===== src/hw/rtl/sccp_gt_pkg.sv =====
// ----------------------------------------------------------------------------
// SCCP global title extract/rewrite - package
// Shared constants, codes and transaction types.
// ----------------------------------------------------------------------------
`default_nettype none

package sccp_gt_pkg;

   localparam int MAX_MESSAGE_BYTES   = 256;
   localparam int MAX_NEW_TITLE_BYTES = 16;
   localparam int MIN_MESSAGE_BYTES   = 5;

   localparam int LEN_W  = 9;   // msg_length and byte position
   localparam int BYTE_W = 8;
   localparam int AOFF_W = 3;   // offset of the length byte inside the address
   localparam int RIDX_W = 4;   // replacement byte index
   localparam int NL_W   = 5;   // new_gt_length
   localparam int WORD_W = 64;

   // address indicator bits
   localparam logic [BYTE_W-1:0] AI_GT  = 8'h02;
   localparam logic [BYTE_W-1:0] AI_SSN = 8'h04;
   localparam logic [BYTE_W-1:0] AI_PC  = 8'h08;

   typedef enum logic [1:0] {
      PH_IDLE,
      PH_HEAD,
      PH_ADDR,
      PH_BODY
   } phase_type;

   typedef enum logic [1:0] {
      ST_OK        = 2'd0,
      ST_MALFORMED = 2'd1,
      ST_TOO_LONG  = 2'd2
   } status_type;

   typedef enum logic [1:0] {
      CSR_REWRITE_MODE  = 2'd0,
      CSR_NEW_GT_LENGTH = 2'd1,
      CSR_NEW_GT_LOW    = 2'd2,
      CSR_NEW_GT_HIGH   = 2'd3
   } csr_index_type;

   typedef struct packed {
      logic [BYTE_W-1:0] data_byte;
      logic [LEN_W-1:0]  msg_length;
      logic              first_byte;
   } req_data_type;

   typedef struct packed {
      logic [BYTE_W-1:0] out_byte;
      logic              is_gt_byte;
      logic              last_of_message;
      logic [1:0]        status;
      logic [BYTE_W-1:0] gt_length;
   } rsp_data_type;

   typedef struct packed {
      logic              rewrite_mode;
      logic [NL_W-1:0]   new_gt_length;
      logic [WORD_W-1:0] new_gt_low;
      logic [WORD_W-1:0] new_gt_high;
   } cfg_type;

endpackage

`default_nettype wire


===== src/hw/rtl/sccp_gt_if.sv =====
// ----------------------------------------------------------------------------
// SCCP global title extract/rewrite - channel interfaces
// Valid/ready channels for message bytes in and result bytes out.
// ----------------------------------------------------------------------------
`default_nettype none

interface sccp_gt_req_if;
   logic       valid;
   logic       ready;
   logic [7:0] data_byte;
   logic [8:0] msg_length;
   logic       first_byte;

   modport source (output valid, data_byte, msg_length, first_byte, input ready);
   modport sink   (input valid, data_byte, msg_length, first_byte, output ready);
endinterface

interface sccp_gt_rsp_if;
   logic       valid;
   logic       ready;
   logic [7:0] out_byte;
   logic       is_gt_byte;
   logic       last_of_message;
   logic [1:0] status;
   logic [7:0] gt_length;

   modport source (output valid, out_byte, is_gt_byte, last_of_message, status, gt_length,
                   input ready);
   modport sink   (input valid, out_byte, is_gt_byte, last_of_message, status, gt_length,
                   output ready);
endinterface

`default_nettype wire


===== src/hw/rtl/sccp_global_title_extract_rewrite.sv =====
// ----------------------------------------------------------------------------
// SCCP global title extract/rewrite - top level
// Parses the called/calling address of a signalling message byte by byte and
// flags or rewrites its global title.
// ----------------------------------------------------------------------------
//  channel   direction  handshake          payload
//  req_if    in         valid/ready        data_byte, msg_length, first_byte
//  rsp_if    out        valid/ready        out_byte, is_gt_byte, last_of_message,
//                                          status, gt_length
//  csr_*     in         write enable only  index (2 bits), data (64 bits)
//
//  One byte per cycle sustained while the result port is not stalled; a byte's
//  result passes through the input register, then the result register behind
//  the parse core, and is held there until it is taken.
//  A stalled result holds in the result register while one more byte waits in
//  the input register. Synchronous reset empties both and puts the parser idle
//  with all configuration registers at zero.
// ----------------------------------------------------------------------------
`default_nettype none

module sccp_global_title_extract_rewrite (
   input  wire logic         clock,
   input  wire logic         reset,
   input  wire logic         csr_write_en,
   input  wire logic [1:0]   csr_index,
   input  wire logic [63:0]  csr_write_data,
   sccp_gt_req_if.sink       req_if,
   sccp_gt_rsp_if.source     rsp_if
);
   import sccp_gt_pkg::*;

   cfg_type      cfg_ff;
   logic         in_valid_ff, in_valid_in;
   req_data_type in_data_ff;
   logic         out_valid_ff, out_valid_in;
   rsp_data_type out_data_ff, core_result;
   logic         advance, req_accept;

   // configuration registers
   always_ff @(posedge clock) begin
      if (reset) begin
         cfg_ff <= '0;
      end else if (csr_write_en) begin
         case (csr_index_type'(csr_index))
            CSR_REWRITE_MODE:  cfg_ff.rewrite_mode  <= csr_write_data[0];
            CSR_NEW_GT_LENGTH: cfg_ff.new_gt_length <= csr_write_data[NL_W-1:0];
            CSR_NEW_GT_LOW:    cfg_ff.new_gt_low    <= csr_write_data;
            CSR_NEW_GT_HIGH:   cfg_ff.new_gt_high   <= csr_write_data;
            default: begin
            end
         endcase
      end
   end

   // handshake
   assign advance      = in_valid_ff && (!out_valid_ff || rsp_if.ready);
   assign req_if.ready = !in_valid_ff || advance;
   assign req_accept   = req_if.valid && req_if.ready;
   assign in_valid_in  = req_accept ? 1'b1 : (advance ? 1'b0 : in_valid_ff);
   assign out_valid_in = advance ? 1'b1 : (rsp_if.ready ? 1'b0 : out_valid_ff);

   always_ff @(posedge clock) begin
      if (reset) begin
         in_valid_ff  <= 1'b0;
         out_valid_ff <= 1'b0;
      end else begin
         in_valid_ff  <= in_valid_in;
         out_valid_ff <= out_valid_in;
      end
   end

   always_ff @(posedge clock) begin
      if (req_accept) begin
         in_data_ff <= '{data_byte: req_if.data_byte, msg_length: req_if.msg_length,
                         first_byte: req_if.first_byte};
      end
      if (advance) begin
         out_data_ff <= core_result;
      end
   end

   sccp_gt_core u_core (
      .clock   (clock),
      .reset   (reset),
      .step    (advance),
      .in_data (in_data_ff),
      .cfg     (cfg_ff),
      .result  (core_result)
   );

   assign rsp_if.valid           = out_valid_ff;
   assign rsp_if.out_byte        = out_data_ff.out_byte;
   assign rsp_if.is_gt_byte      = out_data_ff.is_gt_byte;
   assign rsp_if.last_of_message = out_data_ff.last_of_message;
   assign rsp_if.status          = out_data_ff.status;
   assign rsp_if.gt_length       = out_data_ff.gt_length;

endmodule

`default_nettype wire


===== src/hw/rtl/sccp_gt_core.sv =====
// ----------------------------------------------------------------------------
// SCCP global title extract/rewrite - parse core
// Per-message parse state and the per-byte decision, one byte per step.
// ----------------------------------------------------------------------------
`default_nettype none

module sccp_gt_core (
   input  wire logic                      clock,
   input  wire logic                      reset,
   input  wire logic                      step,
   input  wire sccp_gt_pkg::req_data_type in_data,
   input  wire sccp_gt_pkg::cfg_type      cfg,
   output sccp_gt_pkg::rsp_data_type      result
);
   import sccp_gt_pkg::*;

   // state registers
   logic [LEN_W-1:0]  pos_ff, len_ff;
   logic [BYTE_W-1:0] ptr_ff, ptr_in;
   logic [AOFF_W-1:0] aoff_ff, aoff_in;
   logic [BYTE_W-1:0] tl_ff, tl_in;
   logic [BYTE_W-1:0] rem_ff, rem_in;
   logic [BYTE_W-1:0] byte1_ff, byte1_in;
   logic [RIDX_W-1:0] ridx_ff, ridx_in;
   logic              mode_ff, mode_in;
   phase_type         phase_ff, phase_in, phase_ev;
   status_type        fault_ff, fault_ev;

   // values after message-start handling
   logic              first, idle_pass, len_bad;
   logic [LEN_W-1:0]  pos_s, len_s;
   logic [BYTE_W-1:0] ptr_s, tl_s, rem_s, b;
   logic [AOFF_W-1:0] aoff_s;
   logic [RIDX_W-1:0] ridx_s;
   logic              mode_s;
   phase_type         phase_s;
   status_type        fault_s;

   // byte events
   logic              hd, hd_b1, hd_ptr, hd_at, ptr_bad, ai_take, ai_ok;
   logic [BYTE_W-1:0] ai_val, ai_ptr;
   logic [AOFF_W-1:0] loff;
   logic [LEN_W-1:0]  ai_room, room2;
   logic [LEN_W:0]    sum2;
   logic              len_hit, len_ok, too_long, body, last;
   logic [NL_W-1:0]   nl;
   logic [WORD_W-1:0] rep_word;
   logic [BYTE_W-1:0] rep_byte;

   assign first     = in_data.first_byte;
   assign b         = in_data.data_byte;
   assign idle_pass = !first && (phase_ff == PH_IDLE);
   assign len_bad   = (in_data.msg_length < LEN_W'(MIN_MESSAGE_BYTES))
                    || (int'(in_data.msg_length) > MAX_MESSAGE_BYTES);

   assign pos_s   = first ? '0 : pos_ff + LEN_W'(1);
   assign len_s   = first ? in_data.msg_length : len_ff;
   assign ptr_s   = first ? '0 : ptr_ff;
   assign aoff_s  = first ? '0 : aoff_ff;
   assign tl_s    = first ? '0 : tl_ff;
   assign rem_s   = first ? '0 : rem_ff;
   assign ridx_s  = first ? '0 : ridx_ff;
   assign mode_s  = first ? 1'b0 : mode_ff;
   assign phase_s = first ? (len_bad ? PH_BODY : PH_HEAD) : phase_ff;
   assign fault_s = first ? (len_bad ? ST_MALFORMED : ST_OK) : fault_ff;

   // header: byte 1 saved, byte 2 is the pointer, then the address indicator
   assign hd      = (phase_s == PH_HEAD);
   assign hd_b1   = hd && (pos_s == LEN_W'(1));
   assign hd_ptr  = hd && (pos_s == LEN_W'(2));
   assign ptr_bad = hd_ptr && ((b == '0) || ({1'b0, b} >= len_s));
   assign hd_at   = hd && (pos_s > LEN_W'(2)) && (pos_s == {1'b0, ptr_s});
   assign ai_take = (hd_ptr && !ptr_bad && ((b == 8'd1) || (b == 8'd2))) || hd_at;
   assign ai_val  = (!hd_at && (b == 8'd1)) ? byte1_ff : b;
   assign ai_ptr  = hd_ptr ? b : ptr_s;
   assign loff    = AOFF_W'(2)
                  + (((ai_val & AI_PC)  != '0) ? AOFF_W'(2) : AOFF_W'(0))
                  + (((ai_val & AI_SSN) != '0) ? AOFF_W'(1) : AOFF_W'(0));
   assign ai_room = len_s - {1'b0, ai_ptr};
   assign ai_ok   = ((ai_val & AI_GT) != '0)
                  && ((LEN_W'(loff) + LEN_W'(1)) <= ai_room);

   // title length byte
   assign len_hit  = (phase_s == PH_ADDR) && (pos_s == ({1'b0, ptr_s} + LEN_W'(aoff_s)));
   assign room2    = len_s - {1'b0, ptr_s};
   assign sum2     = (LEN_W+1)'(aoff_s) + (LEN_W+1)'(1) + (LEN_W+1)'(b);
   assign len_ok   = (b != '0) && (sum2 <= {1'b0, room2});
   assign nl       = cfg.new_gt_length;
   assign too_long = (BYTE_W'(nl) > b) || (int'(nl) > MAX_NEW_TITLE_BYTES);

   assign body = (phase_s == PH_BODY) && (rem_s != '0);
   assign last = ({1'b0, pos_s} + (LEN_W+1)'(1)) == {1'b0, len_s};

   assign rep_word = ridx_s[RIDX_W-1] ? cfg.new_gt_high : cfg.new_gt_low;
   assign rep_byte = rep_word[{ridx_s[2:0], 3'b000} +: BYTE_W];

   // next state
   always_comb begin
      phase_ev = phase_s;
      fault_ev = fault_s;
      ptr_in   = ptr_s;
      aoff_in  = aoff_s;
      tl_in    = tl_s;
      rem_in   = rem_s;
      mode_in  = mode_s;
      ridx_in  = ridx_s;
      byte1_in = byte1_ff;
      if (hd_b1) begin
         byte1_in = b;
      end
      if (hd_ptr) begin
         ptr_in = b;
      end
      if (ptr_bad) begin
         phase_ev = PH_BODY;
         fault_ev = ST_MALFORMED;
         rem_in   = '0;
      end else if (ai_take) begin
         if (ai_ok) begin
            aoff_in  = loff;
            phase_ev = PH_ADDR;
         end else begin
            phase_ev = PH_BODY;
            fault_ev = ST_MALFORMED;
            rem_in   = '0;
         end
      end
      if (len_hit) begin
         if (!len_ok) begin
            phase_ev = PH_BODY;
            fault_ev = ST_MALFORMED;
            rem_in   = '0;
         end else if (cfg.rewrite_mode && too_long) begin
            phase_ev = PH_BODY;
            fault_ev = ST_TOO_LONG;
            rem_in   = '0;
         end else begin
            phase_ev = PH_BODY;
            mode_in  = cfg.rewrite_mode;
            tl_in    = b;
            rem_in   = cfg.rewrite_mode ? BYTE_W'(nl) : b;
            ridx_in  = '0;
         end
      end
      if (body) begin
         ridx_in = ridx_s + RIDX_W'(1);
         rem_in  = rem_s - BYTE_W'(1);
      end
   end

   assign phase_in = last ? PH_IDLE : phase_ev;

   // result byte
   always_comb begin
      result = '{out_byte: b, is_gt_byte: 1'b0, last_of_message: 1'b0,
                 status: ST_OK, gt_length: '0};
      if (!idle_pass) begin
         if (len_hit && len_ok && cfg.rewrite_mode && !too_long) begin
            result.out_byte = BYTE_W'(nl);
         end
         if (body) begin
            if (mode_s) begin
               result.out_byte = rep_byte;
            end else begin
               result.is_gt_byte = 1'b1;
            end
         end
         if (last) begin
            result.last_of_message = 1'b1;
            if (fault_ev != ST_OK) begin
               result.status = fault_ev;
            end else if (phase_ev != PH_BODY) begin
               result.status = ST_MALFORMED;
            end else begin
               result.gt_length = tl_in;
            end
         end
      end
   end

   always_ff @(posedge clock) begin
      if (reset) begin
         pos_ff   <= '0;
         len_ff   <= '0;
         ptr_ff   <= '0;
         aoff_ff  <= '0;
         tl_ff    <= '0;
         rem_ff   <= '0;
         byte1_ff <= '0;
         ridx_ff  <= '0;
         mode_ff  <= 1'b0;
         phase_ff <= PH_IDLE;
         fault_ff <= ST_OK;
      end else if (step && !idle_pass) begin
         pos_ff   <= pos_s;
         len_ff   <= len_s;
         ptr_ff   <= ptr_in;
         aoff_ff  <= aoff_in;
         tl_ff    <= tl_in;
         rem_ff   <= rem_in;
         byte1_ff <= byte1_in;
         ridx_ff  <= ridx_in;
         mode_ff  <= mode_in;
         phase_ff <= phase_in;
         fault_ff <= fault_ev;
      end
   end

endmodule

`default_nettype wire


===== src/flat_wrapper.sv =====
// flat-port wrapper written by rule: the top's interface ports become plain ports
module sccp_global_title_extract_rewrite_flat import sccp_gt_pkg::*;
  (clock, reset, csr_write_en, csr_index, csr_write_data, req_if_valid, req_if_data_byte, req_if_msg_length, req_if_first_byte, req_if_ready, rsp_if_valid, rsp_if_out_byte, rsp_if_is_gt_byte, rsp_if_last_of_message, rsp_if_status, rsp_if_gt_length, rsp_if_ready);
  sccp_gt_req_if req_if_i ();
  sccp_gt_rsp_if rsp_if_i ();
  input  wire logic clock;
  input  wire logic reset;
  input  wire logic csr_write_en;
  input  wire logic [1:0] csr_index;
  input  wire logic [63:0] csr_write_data;
  input wire logic [$bits(req_if_i.valid)-1:0] req_if_valid;
  input wire logic [$bits(req_if_i.data_byte)-1:0] req_if_data_byte;
  input wire logic [$bits(req_if_i.msg_length)-1:0] req_if_msg_length;
  input wire logic [$bits(req_if_i.first_byte)-1:0] req_if_first_byte;
  output wire logic [$bits(req_if_i.ready)-1:0] req_if_ready;
  output wire logic [$bits(rsp_if_i.valid)-1:0] rsp_if_valid;
  output wire logic [$bits(rsp_if_i.out_byte)-1:0] rsp_if_out_byte;
  output wire logic [$bits(rsp_if_i.is_gt_byte)-1:0] rsp_if_is_gt_byte;
  output wire logic [$bits(rsp_if_i.last_of_message)-1:0] rsp_if_last_of_message;
  output wire logic [$bits(rsp_if_i.status)-1:0] rsp_if_status;
  output wire logic [$bits(rsp_if_i.gt_length)-1:0] rsp_if_gt_length;
  input wire logic [$bits(rsp_if_i.ready)-1:0] rsp_if_ready;
  assign req_if_i.valid = req_if_valid;
  assign req_if_i.data_byte = req_if_data_byte;
  assign req_if_i.msg_length = req_if_msg_length;
  assign req_if_i.first_byte = req_if_first_byte;
  assign req_if_ready = req_if_i.ready;
  assign rsp_if_valid = rsp_if_i.valid;
  assign rsp_if_out_byte = rsp_if_i.out_byte;
  assign rsp_if_is_gt_byte = rsp_if_i.is_gt_byte;
  assign rsp_if_last_of_message = rsp_if_i.last_of_message;
  assign rsp_if_status = rsp_if_i.status;
  assign rsp_if_gt_length = rsp_if_i.gt_length;
  assign rsp_if_i.ready = rsp_if_ready;
  sccp_global_title_extract_rewrite u_core (.clock(clock), .reset(reset), .csr_write_en(csr_write_en), .csr_index(csr_index), .csr_write_data(csr_write_data), .req_if(req_if_i), .rsp_if(rsp_if_i));
endmodule

===== config.mk =====
export PLATFORM = sky130hd
export DESIGN_NAME = sccp_global_title_extract_rewrite_flat
export DESIGN_NICKNAME = d
export VERILOG_FILES = /design/src/hw/rtl/sccp_gt_pkg.sv /design/src/hw/rtl/sccp_gt_if.sv /design/src/hw/rtl/sccp_global_title_extract_rewrite.sv /design/src/hw/rtl/sccp_gt_core.sv /design/src/flat_wrapper.sv
export SDC_FILE = /design/constraint.sdc
export NUM_CORES = 1
export LEC_CHECK = 0
export BUFFER_PORTS_ARGS = -buffer_cell sky130_fd_sc_hd__buf_4
export CORE_UTILIZATION = 60
export CTS_BUF_LIST = sky130_fd_sc_hd__clkbuf_16
export DETAILED_ROUTE_END_ITERATION = 8
export GPL_TIMING_DRIVEN = 1
export MAX_ROUTING_LAYER = met4
export PLACE_DENSITY = 0.91
export SETUP_SLACK_MARGIN = 0.15
export SYNTH_ARGS = -nofsm -noshare
export SYNTH_HDL_FRONTEND = slang
export SYNTH_SLANG_ARGS = --single-unit

===== constraint.sdc =====
create_clock -name clock -period 11.5 [get_ports clock]
set_input_delay 1.725 -clock clock [delete_from_list [all_inputs] [get_ports clock]]
set_output_delay 1.725 -clock clock [all_outputs]
set_load 0.005 [all_outputs]

==> results of run 1 <==
[cells in the final DEF (no fill, tap or decap), types with 7 or more instances in the layout]
| master | netlist | final |
|---|---|---|
| or4_1 | 7 | 7 |
| nand2_1 | 334 | 334 |
| nor3_1 | 25 | 24 |
| o41ai_1 | 7 | 7 |
| a31oi_1 | 25 | 25 |
| nand2b_1 | 10 | 10 |
| mux2_2 | 28 | 28 |
| inv_1 | 55 | 62 |
| clkbuf_16 | 0 | 25 |
| buf_4 | 1 | 128 |
| xor2_1 | 15 | 15 |
| a21oi_1 | 234 | 234 |
| o21a_1 | 14 | 14 |
| a21o_1 | 13 | 13 |
| nand3_1 | 35 | 34 |
| a22o_1 | 9 | 9 |
| a211oi_1 | 22 | 22 |
| xnor2_1 | 35 | 35 |
| nor2_1 | 103 | 101 |
| a221oi_1 | 8 | 8 |
| nor4_1 | 13 | 13 |
| nand4_1 | 11 | 11 |
| ha_1 | 55 | 55 |
| edfxtp_1 | 38 | 38 |
| a22oi_1 | 10 | 10 |
| dfxtp_1 | 193 | 192 |
| and2_1 | 8 | 8 |
| o21ai_0 | 72 | 72 |
| o22ai_1 | 9 | 9 |
| nor2b_1 | 18 | 18 |
| mux2i_1 | 44 | 44 |
[synth_stat cells, types with 8 or more instances]
library cell	count	area share (%)
a211oi_1	22	1.3
a21o_1	13	0.74
a21oi_1	234	8.9
a221oi_1	8	0.53
a22o_1	9	0.60
a22oi_1	10	0.57
a31oi_1	25	1.2
and2_1	8	0.38
buf_1	12	0.34
buf_2	13	0.49
clkbuf_1	91	2.6
dfxtp_1	193	29
edfxtp_1	38	8.7
ha_1	55	5.2
inv_1	55	1.6
mux2_2	28	2.4
mux2i_1	44	3.3
nand2_1	334	9.5
nand2b_1	10	0.47
nand3_1	35	1.3
nand4_1	11	0.52
nor2_1	103	2.9
nor2b_1	18	0.85
nor3_1	25	0.95
nor4_1	13	0.62
o21a_1	14	0.80
o21ai_0	72	2.7
o22ai_1	9	0.43
xnor2_1	35	2.3
xor2_1	15	1.0
[cell families after synthesis]
logic type | Yosys count | synth area share (%)
AND/OR/NAND/NOR | 602 | 20.2
AO/OA/AOI/OAI | 471 | 21.4
flip-flops | 231 | 37.9
buffers and inverters | 175 | 5.13
multiplexers | 72 | 5.73
adder cells (fa/ha/maj) | 59 | 5.82
XOR/XNOR | 53 | 3.84
[state kept, by name, summed over array words and instances, names as in the netlist, 3 cells and up]
register / flops
u_core.u_core.len_ff: 9
u_core.cfg_ff: 134
u_core.rsp_if.gt_length: 8
u_core.in_data_ff: 18
u_core.u_core.aoff_ff: 3
u_core.u_core.byte1_ff: 3
u_core.u_core.pos_ff: 9
u_core.u_core.tl_ff: 8
u_core.u_core.ptr_ff: 8
u_core.rsp_if.out_byte: 8
u_core.u_core.ridx_ff: 4
u_core.u_core.rem_ff: 8
[where the power goes]
| part | internal (mW) | leakage (nW) | switching (mW) |
|---|---|---|---|
| combinational | 0.108 | 3.48 | 0.158 |
| sequential | 0.851 | 1.93 | 0.0258 |
| clock | 0.419 | 0.404 | 0.340 |
| total | 1.38 | 5.81 | 0.524 |
[routing by layer]
layer	global-route usage, %	share of wire, %	vias to the layer above
met1	47.6	40	5878
met4	12.5	3.1	0
met3	4.85	11	98
met5	-	0	-
li1	-	-	5934
met2	53.5	46	770
[final cells by class]
class                      instances  area (µm²)
clock inverter                    21         135
fill                            1663        6450
sequential                       231        5010
clock buffer                      25         626
inverter                          58         218
timing repair buffer             129         972
tap                              275         344
multi-input combinational       1257        7540
[critical path: stages, from the launching register on]
cell      delay [ps]
dfxtp_1          620
ha_1             590
nand3_2          200
or4_1            560
a32oi_1          250
and3_1           220
nand2_1          290
o21ai_0          390
ha_1             250
fa_1             420
ha_1             300
a21o_1           160
a21oi_1          140
a311oi_1          70
o21ai_0           90
a211oi_1         120
o31ai_2          650
nand4_1          450
nor3_1           310
[worst paths after layout]
| check | from | end |
|---|---|---|
| setup / recovery | u_core.u_core.pos_ff[0] | u_core.rsp_if.gt_length[1] |
| hold / removal | u_core.cfg_ff[74] | u_core.cfg_ff[74] |
| setup reg to reg | u_core.u_core.pos_ff[0] | u_core.rsp_if.gt_length[1] |
| hold reg to reg | u_core.cfg_ff[74] | u_core.cfg_ff[74] |
==> results_dict.tcl, run 1 <==
set metrics [dict create \
    diodes 0 \
    gp_congestion 1.03 \
    place_hpwl_mm 26.5 \
    seq_area_frac_synth_pct 37.9 \
    cts_buffers 25 \
    path_max_fanout 15 \
    finalSetupViolCount 0 \
    status "finished, final reports clean" \
    routed_via_density 6.35 \
    hold_viol_final 0 \
    critical_path_class "reg2reg" \
    min_path_type "reg2reg" \
    placed_cells 1950 \
    vias 12700 \
    ant_nets 0 \
    area_delta_synth_final_pct 12.5 \
    min_path_cells 2 \
    ctsResizeCount 0 \
    syn_avg_cell_area_um2 7.93 \
    htree_levels 1 \
    nets 1850 \
    clkTransAtPathRegs_ps 60 \
    worstSetupEndpointType "register" \
    postSynthNetCount 1811 \
    fin_ws_ps 5210 \
    setup.worst_path.start_class "register" \
    grt_pass1_vias 11400 \
    r2r_cells 18 \
    cts.sinks 231 \
    slew_violations 0 \
    yosysWarningCount 0 \
    clock_skew_ps 16.0 \
    worst_slew_pin_slew_ps 1090 \
    max_freq_mhz 159 \
    track_usage_pct 35.1 \
    synth-edff-count 38 \
    die_area_um2 22600 \
    slew-limit-headroom_pct 27.0 \
    cts-root-buf "clkbuf_16" \
    die_h_um 150 \
    stdcell_area_um2 14800 \
    synth-main-ff-cell "dfxtp_1" \
    power_leakage_nw 5.81 \
    worst_ep_arrival_time_ps 6650 \
    vdd_ir_drop_max_mv 0.118 \
    total_power_mw 1.90 \
    ios 111 \
    grt_pass1_wl_mm 60.7 \
    drcViolationCount 0 \
    async_reset_ff_share_pct 0 \
    finalCriticalPeriod_ps 6290 \
    post_dp_cell_area_um2 14100 \
    synth_cell_types 75 \
    portBuffers 110 \
    cp.required_ps 11860 \
    grt-ovfl-total 0 \
    dp_slack_ps 5400 \
    hold_ws_ps 452 \
    dr.pass1.iters 6 \
    cap_violations 0 \
    r2r_slack_ps 5210 \
    fin_util_pct 69.7 \
    rsz0062_at_grt "no" \
    antenna_found_initial 0 \
    syn_area_um2 13200 \
    syn_inst 1663 \
    rows 53 \
    tns_ps 0 \
    layoutNonFillerInstCount 1996 \
    ctsHoldBuffers 0 \
    clk_latency_ps 550 \
    cts_tree "built" \
    drive_gt1_share_pct 12.3 \
    initial_core_util_pct 62.0 \
    core_um2 21300 \
    grt_max_degree 97 \
    drt-total-wl_mm 38.8 \
    cts_setup_buffers 0 \
    drtIter0Drc 1661 \
    ys_ff_latch 231 \
    pwr_density_cell_nw_per_um2 128 \
    cts_buffer_depth 3 \
    post_drt_wl_per_cell_um 19.5 \
    chipWidth_um 150 \
    timing.final.crit_share_pct 54.7 \
]
Power figures use the tool's default switching activity.
==> run 2: changes to the inputs <==
- ABC_AREA: unset -> 1
- CORE_UTILIZATION: 60 -> 55
- PLACE_DENSITY: 0.91 -> 0.88
- clock period: 11.5 -> 5.4 ns (I/O delays scaled with it)
==> run 2 against run 1 <==
Cell count increased by 14%. Critical path type unchanged. Hold slack got worse by 19 ps. Clock skew hardly changed. Largest cell class unchanged. Flip-flop and latch count unchanged. Worst setup slack lost 4700 ps. Core utilization is 5.5 points lower. Synthesized cell count increased by 13%. Count of clock-buffer cells in the layout rose by 1.
==> results_dict.tcl, run 2 <==
set metrics [dict create \
    status "finished, final reports clean" \
    slowest_stage "dfxtp_1" \
    vias 13300 \
    yosysTopAreaCell "dfxtp_1" \
    post_dp_cell_area_um2 14100 \
    synth-edff-count 38 \
    cts_buffer_depth 3 \
    finalSetupViolCount 0 \
    core_um2 23500 \
    top_usage_layer "met2" \
    chipWidth_um 157 \
    diodes 0 \
    finalCriticalPeriod_ps 4850 \
    postSynthNetCount 2024 \
    grt_max_degree 96 \
    stdcell_area_um2 15100 \
    cts_tree "built" \
    drcViolationCount 0 \
    drive_gt1_share_pct 11.7 \
    grt_pass1_vias 12100 \
    ant_nets 0 \
    pwr_density_cell_nw_per_um2 289 \
    htree_levels 1 \
    layout_commonest_cell "nand2_1" \
    hold_viol_final 0 \
    synth_top_area_share_pct 29.4 \
    path_max_fanout 9 \
    setup.worst_path.start_class "register" \
    grt-ovfl-total 0 \
    nets 2091 \
    hp-start "req_if_msg_length[7]" \
    yosysWarningCount 0 \
    timing.final.crit_share_pct 89.8 \
    rsz0062_at_grt "no" \
    die_h_um 157 \
    synthTopCellsByCount "289 x nand2_1, 284 x o21ai_0, 231 x nor2_1, 209 x a21oi_1, 193 x dfxtp_1" \
    min_path_type "in2reg" \
    clk_latency_ps 560 \
    portBuffers 110 \
    synth.most_common_cell "nand2_1" \
    synth_cell_types 51 \
    cp.required_ps 5800 \
    final_cell_mix "287 x nand2_1, 283 x o21ai_0, 227 x nor2_1, 208 x a21oi_1, 192 x dfxtp_1" \
    routed_via_density 5.84 \
    die_area_um2 24500 \
    fin_util_pct 64.2 \
    critPathMaxStageDelay_ps 450 \
    ios 111 \
    ys_ff_latch 231 \
    vdd_ir_drop_max_mv 0.247 \
    syn_area_um2 13100 \
    grt_pass1_wl_mm 61.4 \
    r2r_slack_ps 550 \
    antenna_found_initial 0 \
    dr.pass1.iters 7 \
    power_leakage_nw 6.55 \
    tns_ps 0 \
    syn_avg_cell_area_um2 7.01 \
    place_hpwl_mm 26.7 \
    clock_skew_ps 16.1 \
    gp_congestion 0.995 \
    use_met2_pct 52.1 \
    grtUsageMet1_pct 41.1 \
    clkTransAtPathRegs_ps 60 \
    syn_inst 1876 \
    rr_startpoint "u_core.u_core.pos_ff[1]" \
    p_comb_share_pct 16.6 \
    drt-total-wl_mm 39.3 \
    cts.sinks 231 \
    worst_ep_arrival_time_ps 5250 \
    post_drt_wl_per_cell_um 17.2 \
    switchingPower_mw 1.27 \
    largest_reg_flops 134 \
    worstSetupEndpointType "register" \
    critical_path_class "reg2reg" \
    synthTopCellsByArea "dfxtp_1 29%, o21ai_0 11%, edfxtp_1 8.7%" \
    cts_buffers 26 \
    ctsHoldBuffers 0 \
    grt_util_met3_pct 3.46 \
    top_register "u_core.cfg_ff" \
    r2r_cells 28 \
    top_regs "u_core.cfg_ff: 134 flops, u_core.in_data_ff: 18 flops" \
    drtIter0Drc 1414 \
    worst_slew_pin_slew_ps 1050 \
    hold_end "u_core.in_data_ff[8]" \
    min_path_cells 1 \
    slew-limit-headroom_pct 29.9 \
    initial_core_util_pct 56.0 \
    r2r_end "u_core.rsp_if.gt_length[2]" \
    seqPwrFrac_pct 43.4 \
    layoutNonFillerInstCount 2282 \
    cts-root-buf "clkbuf_16" \
    p_sw_share_pct 29.2 \
    synth-main-ff-cell "dfxtp_1" \
    async_reset_ff_share_pct 0 \
    rows 56 \
    slew_violations 0 \
    p_clk_share_pct 40.0 \
    placed_cells 2225 \
    cap_violations 0 \
    track_usage_pct 32.6 \
    area_delta_synth_final_pct 14.7 \
    max_freq_mhz 206 \
    total_power_mw 4.36 \
    fillCellCount 1997 \
    p_int_mw 3.09 \
    seq_area_frac_synth_pct 38.1 \
]
## run 2: worst max-delay path by stage
stage                            start  slack, ps  depth (start not counted)                    endpoint
5_1_grt        u_core.u_core.pos_ff[1]        150                         28  u_core.rsp_if.gt_length[2]
4_1_cts           u_core.in_data_ff[0]        300                         23   u_core.rsp_if.out_byte[0]
6_report       u_core.u_core.pos_ff[1]        550                         28  u_core.rsp_if.gt_length[2]
3_5_place_dp      u_core.in_data_ff[0]        370                         20   u_core.rsp_if.out_byte[0]
3_3_place_gp      u_core.in_data_ff[0]        410                         23   u_core.rsp_if.out_byte[0]
2_1_floorplan     u_core.in_data_ff[0]        820                         24   u_core.rsp_if.out_byte[0]
## run 2: layer usage
metal  routed length (µm)  share of wire [%]
met5                    0                  0
met4                 1960                5.0
met3                 3120                7.9
met2                18000                 46
met1                16200                 41
## run 2: metrics by stage
step                      worst slack (ps)  hold slack [ps]
after CTS                              295              417
after global placement                 410              433
after global routing                   152              416
after detailed placement               374              440
after floorplan                        816              425
final                                  552              433
## run 2: area by class of cell
type | instances | area [µm²] | area share, %
tap | 319 | 399 | 2.65
timing repair buffer | 137 | 1030 | 6.85
clock buffer | 26 | 651 | 4.31
inverter | 202 | 764 | 5.07
timing repair inverter | 1 | 5.00 | 0.0332
multi-input combinational | 1344 | 7020 | 46.6
sequential | 231 | 5010 | 33.2
clock inverter | 22 | 198 | 1.31
## run 2: power groups by stage
stage / Sequential, mW / Clock, mW / Combinational [mW]
6_report: 1.89 / 1.75 / 0.723
5_1_grt: 1.90 / 1.82 / 0.804
4_1_cts: 1.89 / 1.75 / 0.695
3_5_place_dp: 1.93 / 0 / 0.688
3_3_place_gp: 1.92 / 0 / 0.676
2_1_floorplan: 1.91 / 0 / 0.472
## run 2: cell families after synthesis
| family | count (synthesis) | share of synthesized area [%] |
|---|---|---|
| AO/OA/AOI/OAI | 538 | 21.2 |
| flip-flops | 231 | 38.1 |
| buffers and inverters | 301 | 8.91 |
| AND/OR/NAND/NOR | 715 | 23.9 |
| XOR/XNOR | 32 | 2.13 |
| adder cells (fa/ha/maj) | 59 | 5.84 |
## run 2: critical path: cells and delay by family, from the launching register on
| family | cells | cell delay [ps] |
|---|---|---|
| DFF | 1 | 450 |
| adders and majority gates | 4 | 1160 |
| xor gates and xnor gates | 1 | 180 |
| and+or+nand+nor | 18 | 2300 |
| AOI/OAI and AO/OA | 2 | 340 |
| buffers and inverters | 3 | 270 |
## run 2: what timing repair did
item | in CTS | in global routing
gates resized for setup | 0 | 12
buffers inserted | 0 | 8
setup endpoints to repair | 0 | 35
endpoints found under the hold margin | 0 | 0
